==> src/rtl/core/assert_macros.svh <==
// Assertion helpers shared by the filter modules.
// MTLAF_ASSERT checks only while out of reset; MTLAF_ASSERT_RST checks on every edge.
`ifndef ASSERT_MACROS_SVH
`define ASSERT_MACROS_SVH
`ifndef SYNTHESIS
`define MTLAF_ASSERT(lbl, clk, rstn, prop, msg) \
  lbl: assert property (@(posedge clk) disable iff (!(rstn)) prop) else $error(msg);
`define MTLAF_ASSERT_RST(lbl, clk, prop, msg) \
  lbl: assert property (@(posedge clk) prop) else $error(msg);
`else
`define MTLAF_ASSERT(lbl, clk, rstn, prop, msg)
`define MTLAF_ASSERT_RST(lbl, clk, prop, msg)
`endif
`endif

==> src/rtl/core/mtlaf_pkg.sv <==
`timescale 1ns / 1ps
package mtlaf_pkg;

  localparam int WINDOW = 5;
  localparam int SLOT_W = (WINDOW > 1) ? $clog2(WINDOW) : 1;
  localparam int RANK_W = $clog2(WINDOW + 1);
  localparam int TARGET = WINDOW / 2;

  localparam logic [15:0] GAIN_RESET = 16'd6554;

  typedef logic [SLOT_W-1:0] slot_t;
  typedef logic signed [15:0] sample_t;
  typedef logic signed [23:0] acc_t;

  // Window write controls.
  typedef struct packed {
    logic    fill;    // write every slot, restart the ring
    logic    push;    // overwrite the oldest slot
    sample_t sample;
  } win_wr_t;

  // Smoothing unit controls.
  typedef struct packed {
    logic    mul_en;  // register gain * (median*256 - acc)
    logic    load_en; // commit the new accumulator
    logic    first;   // load accumulator straight from the median
    sample_t median;
  } smooth_ctl_t;

endpackage

==> src/rtl/core/mtlaf_in_if.sv <==
`timescale 1ns / 1ps
interface mtlaf_in_if;
  logic               valid;
  logic               ready;
  logic signed [15:0] sample_alt;

  modport source (output valid, output sample_alt, input ready);
  modport sink   (input valid, input sample_alt, output ready);
endinterface

==> src/rtl/core/mtlaf_out_if.sv <==
`timescale 1ns / 1ps
interface mtlaf_out_if;
  logic               valid;
  logic               ready;
  logic signed [15:0] median_alt;
  logic signed [15:0] smoothed_altitude;
  logic               first_sample;

  modport source (output valid, output median_alt, output smoothed_altitude,
                  output first_sample, input ready);
  modport sink   (input valid, input median_alt, input smoothed_altitude,
                  input first_sample, output ready);
endinterface

==> src/rtl/core/mtlaf_window.sv <==
`timescale 1ns / 1ps
`include "assert_macros.svh"
module mtlaf_window import mtlaf_pkg::*; (
  input  logic    clk,
  input  logic    rst_n,
  input  win_wr_t wr,
  input  slot_t   cand,
  output sample_t cand_value,
  output logic    cand_hit
);

  sample_t win_r [WINDOW];
  slot_t   oldest_r, oldest_nxt;

  always_comb begin
    oldest_nxt = oldest_r;
    if (wr.fill) begin
      oldest_nxt = '0;
    end else if (wr.push) begin
      if (oldest_r == slot_t'(WINDOW - 1)) begin
        oldest_nxt = '0;
      end else begin
        oldest_nxt = oldest_r + 1'b1;
      end
    end
  end

  always_ff @(posedge clk) begin
    if (!rst_n) begin
      oldest_r <= '0;
    end else begin
      oldest_r <= oldest_nxt;
    end
  end

  always_ff @(posedge clk) begin
    for (int i = 0; i < WINDOW; i++) begin
      if (wr.fill || (wr.push && oldest_r == slot_t'(i))) begin
        win_r[i] <= wr.sample;
      end
    end
  end

  // Rank of the candidate: entries below it, ties broken by slot number.
  always_comb begin
    logic [RANK_W-1:0] rank;
    rank = '0;
    cand_value = win_r[cand];
    for (int j = 0; j < WINDOW; j++) begin
      if ((win_r[j] < cand_value) ||
          (win_r[j] == cand_value && slot_t'(j) < cand)) begin
        rank = rank + 1'b1;
      end
    end
    cand_hit = (rank == RANK_W'(TARGET));
  end

  `MTLAF_ASSERT(a_oldest_range, clk, rst_n, (oldest_r <= slot_t'(WINDOW - 1)), "oldest slot out of range")

endmodule

==> src/rtl/core/mtlaf_smooth.sv <==
`timescale 1ns / 1ps
module mtlaf_smooth import mtlaf_pkg::*; (
  input  logic        clk,
  input  logic        rst_n,
  input  logic [15:0] gain,
  input  smooth_ctl_t ctl,
  output sample_t     smoothed_nxt
);

  // acc' = acc + floor(gain * (median*256 - acc) / 2^16), exact form of the blend.
  acc_t                acc_r, acc_nxt;
  logic signed [41:0]  prod_r;
  logic signed [24:0]  diff;
  logic signed [16:0]  gain_s;
  logic signed [25:0]  sum;

  assign gain_s = $signed({1'b0, gain});
  assign diff   = $signed({ctl.median[15], ctl.median, 8'h00}) - $signed({acc_r[23], acc_r});
  assign sum    = $signed({{2{acc_r[23]}}, acc_r}) + $signed(prod_r[41:16]);

  always_comb begin
    acc_nxt = acc_r;
    if (ctl.load_en) begin
      if (ctl.first) begin
        acc_nxt = {ctl.median, 8'h00};
      end else begin
        acc_nxt = sum[23:0];
      end
    end
  end

  assign smoothed_nxt = acc_nxt[23:8];

  always_ff @(posedge clk) begin
    if (ctl.mul_en) begin
      prod_r <= 42'(gain_s * diff);
    end
  end

  always_ff @(posedge clk) begin
    if (!rst_n) begin
      acc_r <= '0;
    end else begin
      acc_r <= acc_nxt;
    end
  end

endmodule

==> src/rtl/core/median_then_lowpass_altitude_filter.sv <==
`timescale 1ns / 1ps
`include "assert_macros.svh"
// Altitude filter: upper median over a five-sample moving window, then
// first-order exponential smoothing of that median.
// Input channel in_ch: one beat carries sample_alt (signed Q8.8 metres).
// Result channel out_ch: one beat per input beat with median_alt,
// smoothed_altitude (both Q8.8) and first_sample.
// Configuration: cfg_we writes cfg_wdata into the smoothing gain (Q0.16,
// reset 6554, about 0.1). Write it only while the filter is idle.
// Steps: a later sample is written into the window, then the rank scan runs
// (one candidate per cycle through the shared comparator row), then the
// multiplier, then the commit; the next beat is taken the cycle after the
// commit. The first sample after reset fills the window and skips scan and
// multiply.
// The filter holds one sample at a time; in_ch.ready is high only when idle.
// Reset clears the ring pointer, the primed flag and the accumulator and
// returns the gain to 6554; the window contents stay unknown until the first
// sample fills them.
// A stalled receiver leaves the result in the output register; the next
// sample is still taken and runs until its commit, then holds there.
module median_then_lowpass_altitude_filter import mtlaf_pkg::*; (
  input  logic         clk,
  input  logic         rst_n,
  mtlaf_in_if.sink     in_ch,
  mtlaf_out_if.source  out_ch,
  input  logic         cfg_we,
  input  logic [15:0]  cfg_wdata
);

  localparam logic [1:0] ST_IDLE = 2'd0;
  localparam logic [1:0] ST_RANK = 2'd1;
  localparam logic [1:0] ST_MUL  = 2'd2;
  localparam logic [1:0] ST_DONE = 2'd3;

  logic [1:0]  state_r, state_nxt;
  slot_t       cand_r, cand_nxt;
  sample_t     median_r, median_nxt;
  logic        first_r, first_nxt;
  logic        primed_r, primed_nxt;
  logic [15:0] gain_r;

  logic        out_valid_r, out_valid_nxt;
  sample_t     out_median_r, out_smooth_r;
  logic        out_first_r;

  logic        accept, out_free, commit;
  win_wr_t     win_wr;
  smooth_ctl_t sm_ctl;
  sample_t     cand_value, smoothed_nxt;
  logic        cand_hit;

  assign in_ch.ready = (state_r == ST_IDLE);
  assign accept      = in_ch.valid && in_ch.ready;
  assign out_free    = !out_valid_r || out_ch.ready;
  assign commit      = (state_r == ST_DONE) && out_free;

  // Window write: fill on the first sample, otherwise push over the oldest slot.
  assign win_wr.fill   = accept && !primed_r;
  assign win_wr.push   = accept && primed_r;
  assign win_wr.sample = in_ch.sample_alt;

  assign sm_ctl.mul_en  = (state_r == ST_MUL);
  assign sm_ctl.load_en = commit;
  assign sm_ctl.first   = first_r;
  assign sm_ctl.median  = median_r;

  mtlaf_window u_window (
    .clk        (clk),
    .rst_n      (rst_n),
    .wr         (win_wr),
    .cand       (cand_r),
    .cand_value (cand_value),
    .cand_hit   (cand_hit)
  );

  mtlaf_smooth u_smooth (
    .clk          (clk),
    .rst_n        (rst_n),
    .gain         (gain_r),
    .ctl          (sm_ctl),
    .smoothed_nxt (smoothed_nxt)
  );

  // Sequencer: enter, scan one candidate per cycle, multiply, commit.
  always_comb begin
    state_nxt  = state_r;
    cand_nxt   = cand_r;
    median_nxt = median_r;
    first_nxt  = first_r;
    primed_nxt = primed_r;
    case (state_r)
      ST_IDLE: begin
        if (accept) begin
          cand_nxt   = '0;
          median_nxt = in_ch.sample_alt;
          first_nxt  = !primed_r;
          primed_nxt = 1'b1;
          state_nxt  = primed_r ? ST_RANK : ST_DONE;
        end
      end
      ST_RANK: begin
        if (cand_hit) begin
          median_nxt = cand_value;
          state_nxt  = ST_MUL;
        end else begin
          cand_nxt = cand_r + 1'b1;
        end
      end
      ST_MUL: begin
        state_nxt = ST_DONE;
      end
      ST_DONE: begin
        if (out_free) begin
          state_nxt = ST_IDLE;
        end
      end
      default: begin
        state_nxt = ST_IDLE;
      end
    endcase
  end

  always_comb begin
    out_valid_nxt = out_valid_r;
    if (commit) begin
      out_valid_nxt = 1'b1;
    end else if (out_ch.ready) begin
      out_valid_nxt = 1'b0;
    end
  end

  always_ff @(posedge clk) begin
    if (!rst_n) begin
      state_r     <= ST_IDLE;
      cand_r      <= '0;
      first_r     <= 1'b0;
      primed_r    <= 1'b0;
      out_valid_r <= 1'b0;
      gain_r      <= GAIN_RESET;
    end else begin
      state_r     <= state_nxt;
      cand_r      <= cand_nxt;
      first_r     <= first_nxt;
      primed_r    <= primed_nxt;
      out_valid_r <= out_valid_nxt;
      if (cfg_we) begin
        gain_r <= cfg_wdata;
      end
    end
  end

  // Payload: hold until the next commit.
  always_ff @(posedge clk) begin
    median_r <= median_nxt;
    if (commit) begin
      out_median_r <= median_r;
      out_smooth_r <= smoothed_nxt;
      out_first_r  <= first_r;
    end
  end

  assign out_ch.valid             = out_valid_r;
  assign out_ch.median_alt        = out_median_r;
  assign out_ch.smoothed_altitude = out_smooth_r;
  assign out_ch.first_sample      = out_first_r;

  `MTLAF_ASSERT(a_scan_ends, clk, rst_n, (state_r == ST_RANK && cand_r == slot_t'(WINDOW - 1)) |-> cand_hit, "rank scan found no median")
  `MTLAF_ASSERT(a_busy_after_accept, clk, rst_n, (in_ch.valid && in_ch.ready) |=> !in_ch.ready, "accepted a beat while busy")
  `MTLAF_ASSERT(a_result_from_commit, clk, rst_n, $rose(out_valid_r) |-> $past(state_r == ST_DONE), "result raised outside commit")

endmodule

==> src/flat_wrapper.sv <==
// flat-port wrapper written by rule: the top's interface ports become plain ports
module median_then_lowpass_altitude_filter_flat import mtlaf_pkg::*;
  (clk, rst_n, cfg_we, cfg_wdata, in_ch_valid, in_ch_sample_alt, in_ch_ready, out_ch_valid, out_ch_median_alt, out_ch_smoothed_altitude, out_ch_first_sample, out_ch_ready);
  mtlaf_in_if in_ch_i ();
  mtlaf_out_if out_ch_i ();
  input  logic clk;
  input  logic rst_n;
  input  logic cfg_we;
  input  logic [15:0] cfg_wdata;
  input wire logic [$bits(in_ch_i.valid)-1:0] in_ch_valid;
  input wire logic [$bits(in_ch_i.sample_alt)-1:0] in_ch_sample_alt;
  output wire logic [$bits(in_ch_i.ready)-1:0] in_ch_ready;
  output wire logic [$bits(out_ch_i.valid)-1:0] out_ch_valid;
  output wire logic [$bits(out_ch_i.median_alt)-1:0] out_ch_median_alt;
  output wire logic [$bits(out_ch_i.smoothed_altitude)-1:0] out_ch_smoothed_altitude;
  output wire logic [$bits(out_ch_i.first_sample)-1:0] out_ch_first_sample;
  input wire logic [$bits(out_ch_i.ready)-1:0] out_ch_ready;
  assign in_ch_i.valid = in_ch_valid;
  assign in_ch_i.sample_alt = in_ch_sample_alt;
  assign in_ch_ready = in_ch_i.ready;
  assign out_ch_valid = out_ch_i.valid;
  assign out_ch_median_alt = out_ch_i.median_alt;
  assign out_ch_smoothed_altitude = out_ch_i.smoothed_altitude;
  assign out_ch_first_sample = out_ch_i.first_sample;
  assign out_ch_i.ready = out_ch_ready;
  median_then_lowpass_altitude_filter u_core (.clk(clk), .rst_n(rst_n), .in_ch(in_ch_i), .out_ch(out_ch_i), .cfg_we(cfg_we), .cfg_wdata(cfg_wdata));
endmodule
==> config.mk <==
export PLATFORM = sky130hd
export DESIGN_NAME = median_then_lowpass_altitude_filter_flat
export DESIGN_NICKNAME = d
export VERILOG_FILES = /design/src/rtl/core/mtlaf_pkg.sv /design/src/rtl/core/mtlaf_in_if.sv /design/src/rtl/core/mtlaf_out_if.sv /design/src/rtl/core/mtlaf_window.sv /design/src/rtl/core/mtlaf_smooth.sv /design/src/rtl/core/median_then_lowpass_altitude_filter.sv /design/src/flat_wrapper.sv
export VERILOG_INCLUDE_DIRS = /design/src /design/src/rtl/core
export SDC_FILE = /design/constraint.sdc
export NUM_CORES = 1
export LEC_CHECK = 0
export BUFFER_PORTS_ARGS = -buffer_cell sky130_fd_sc_hd__buf_4
export CELL_PAD_IN_SITES_DETAIL_PLACEMENT = 1
export CELL_PAD_IN_SITES_GLOBAL_PLACEMENT = 1
export CORE_ASPECT_RATIO = 1.1
export CORE_MARGIN = 5
export CORE_UTILIZATION = 40
export CTS_BUF_LIST = sky130_fd_sc_hd__clkbuf_16
export DETAILED_ROUTE_END_ITERATION = 6
export PLACE_DENSITY_LB_ADDON = 0.1
export SYNTH_ARGS = -nofsm -noshare
export SYNTH_HDL_FRONTEND = slang
export SYNTH_SLANG_ARGS = --single-unit
==> constraint.sdc <==
create_clock -name clk -period 18 [get_ports clk]
set_input_delay 1.8 -clock clk [delete_from_list [all_inputs] [get_ports clk]]
set_output_delay 1.8 -clock clk [all_outputs]
set_load 0.02 [all_outputs]
==> results.cfg <==
[status]
status = completed

[final_layout]
fillers = 6978
syn2layout_area_growth_pct = 10.0
drive_gt1_share_pct = 7.96
most-common-layout-cells = inv_1, fa_1, nand2_1
final_nets = 3224
mostFrequentLayoutCell = inv_1
diodes = 0

[logic_synthesis]
seq_area_frac_synth_pct = 22.5
ys_dominant_reg_cell = edfxtp_1
syn_inst = 2524
ys_seq_elements = 207
syn_nets = 3165
syn_avg_cell_area_um2 = 9.98
synth_cell_type_count = 78
yosys_warnings = 0
synth_edf_count = 153
syn_area_um2 = 25200
synthArstFlopShare_pct = 0

[hold_path]
whs_endpoint = u_core.gain_r[3]
hold_class = reg -> reg
hold_path_depth = 2
hold_start = u_core.gain_r[3]

[floorplan]
start_util_pct = 40.3
die_h_um = 273
fp-row-count = 96
die_w_um = 249
pin_count = 72
die_area_um2 = 68100
core_um2 = 62500

[critical_path]
cpPeakStageDelay_ps = 770
crit_type = reg -> reg
rr_worst_depth = 31
crit_fanout = 16
path_common_cell = fa_1
timing.rr.end = u_core.u_smooth.prod_r[39]
r2r_slack_ps = 9030
cp-start-kind = flip-flop
slowest_stage = o311ai_0
required_ps = 18310
worstPathArrival_ps = 9280
r2r-start = u_core.median_r[0]
crit_path_end_kind = flip-flop

[grt]
grt_max_degree = 40
grt_pass1_vias = 20300
grt_pass1_wl_um = 116000
globalRouteOverflowTotal = 0
antenna_found_initial = 0
track_usage_pct = 21.6

[timing]
setup_violations = 0
period_share_pct = 49.8
rsz0062_at_grt = false
fin_crit_ps = 8970
finalSetupTns_ps = 0
max_slew_margin_pct = 19.2
fmax_mhz = 111
fin_skew_ps = 28.0
maxSlewViolCount = 0
tightestPinTransition_ps = 1180
hold_violations = 0

[cts]
cts_buffers = 25
path_clk_slew_ps = 60
clkLatencyLatePin_ps = 570
cts_root_buf = clkbuf_16
cts_hold_buf = 0
post_cts_buffers = 0
cts_sinks = 207
htree_levels = 1
cts.repair.resized = 0
cts_tree = built
cts.path.max_buffers = 3

[routing]
drt_pre_antenna_iters = 5
drc = 0
ant_nets = 0
via_per_inst = 5.18
num_vias = 17800
post_drt_wl_per_cell_um = 21.1
first_iter_violations = 698
drt_wl_total_um = 72500

[job]
cap_violations = 0

[placement]
port_buffers = 71
gp_congestion = 0.849
hpwl_um = 57000
[logic make-up after synthesis]
logic type                 share of synthesized area [%]
DFF                                                 22.5
adders and majority gates                           41.1
buffers and inverters                               8.63
xor gates and xnor gates                            3.15
muxes                                               3.04
AOI/OAI and AO/OA                                   8.15
and+or+nand+nor                                     13.3
[synth_stat cells (6+ instances only)]
| cell type | number | share of area [%] |
|---|---|---|
| dfxtp_1 | 54 | 4.3 |
| nand2b_1 | 16 | 0.40 |
| a21oi_1 | 94 | 1.9 |
| and3_1 | 7 | 0.17 |
| xnor2_1 | 56 | 1.9 |
| a31oi_1 | 9 | 0.22 |
| inv_1 | 486 | 7.2 |
| mux2i_1 | 36 | 1.4 |
| nand2_1 | 288 | 4.3 |
| a21o_1 | 37 | 1.1 |
| edfxtp_1 | 153 | 18 |
| mux4_2 | 16 | 1.4 |
| o21bai_1 | 8 | 0.24 |
| nor2_1 | 83 | 1.2 |
| xor2_1 | 32 | 1.1 |
| fa_1 | 374 | 30 |
| nand3_1 | 20 | 0.40 |
| nand4_1 | 15 | 0.37 |
| and2_1 | 194 | 4.8 |
| or3_1 | 8 | 0.20 |
| o21ai_0 | 46 | 0.91 |
| a211o_1 | 6 | 0.21 |
| a211oi_1 | 17 | 0.51 |
| o211ai_1 | 10 | 0.30 |
| nor2b_1 | 11 | 0.27 |
| ha_1 | 230 | 11 |
| clkbuf_1 | 84 | 1.3 |
| nor3_1 | 17 | 0.34 |
| o21a_1 | 23 | 0.69 |
[sequential cells by signal (all words and copies together) (netlist names), named ones only]
register and flops:
u_core.u_window.win_r 80, u_core.first_r 1, u_core.gain_r 16, u_core.u_window.oldest_r 3, u_core.primed_r 1, u_core.cand_r 3
u_core.out_ch.valid 1, u_core.out_ch.first_sample 1, u_core.state_r 2, u_core.u_smooth.prod_r 24, u_core.out_ch.median_alt 16, u_core.median_r 16
u_core.u_smooth.acc_r 24, u_core.out_ch.smoothed_altitude 16
[worst max-delay path by stage]
stage                             from                         end  slack, ps
global placement    u_core.median_r[0]  u_core.u_smooth.prod_r[39]       9360
floorplan           u_core.median_r[0]  u_core.u_smooth.prod_r[39]      10180
global route        u_core.median_r[0]  u_core.u_smooth.prod_r[39]       8430
detailed placement  u_core.median_r[0]  u_core.u_smooth.prod_r[39]       9190
CTS                 u_core.median_r[0]  u_core.u_smooth.prod_r[39]       9130
finish              u_core.median_r[0]  u_core.u_smooth.prod_r[39]       9030
[per-stage QoR]
stage               instance area [µm²]  cells  util (%)  hold slack, ps  setup WS [ps]
CTS                               27700   3435      44.4             488           9130
detailed placement                26800   3389      43.0             472           9190
global placement                  26800   3389      43.0             462           9360
global route                      27700   3435      44.4             513           8430
finish                            27700   3435      44.4             485           9030
floorplan                         25200   2524         -             454          10180
[final cells by class]
class / instances / area (µm²) / share of cell area, %
multi-input combinational: 1739 / 17400 / 62.6
sequential: 207 / 5680 / 20.5
inverter: 486 / 1820 / 6.58
tap: 833 / 1040 / 3.76
timing repair buffer: 124 / 931 / 3.36
clock buffer: 25 / 626 / 2.26
clock inverter: 21 / 265 / 0.957
[critical path, delay by kind of cell (launching register included)]
family,cells,cell delay [ps]
fa+ha+maj,8,3790
compound gates,8,2030
simple gates,8,1560
flops,1,420
mux,1,410
buf+inv,5,410
xor+xnor,1,140
[layer usage]
layer | vias up | track usage, % | share of wire (%)
met1 | 9271 | 27.9 | 43
met5 | - | 0 | 0
li1 | 8178 | - | -
met4 | 0 | 4.29 | 2.2
met2 | 259 | 39.6 | 52
met3 | 86 | 2.23 | 2.8
Power is not shown: default switching activity piles up to over one toggle a cycle in this logic, so the estimate is an artifact.
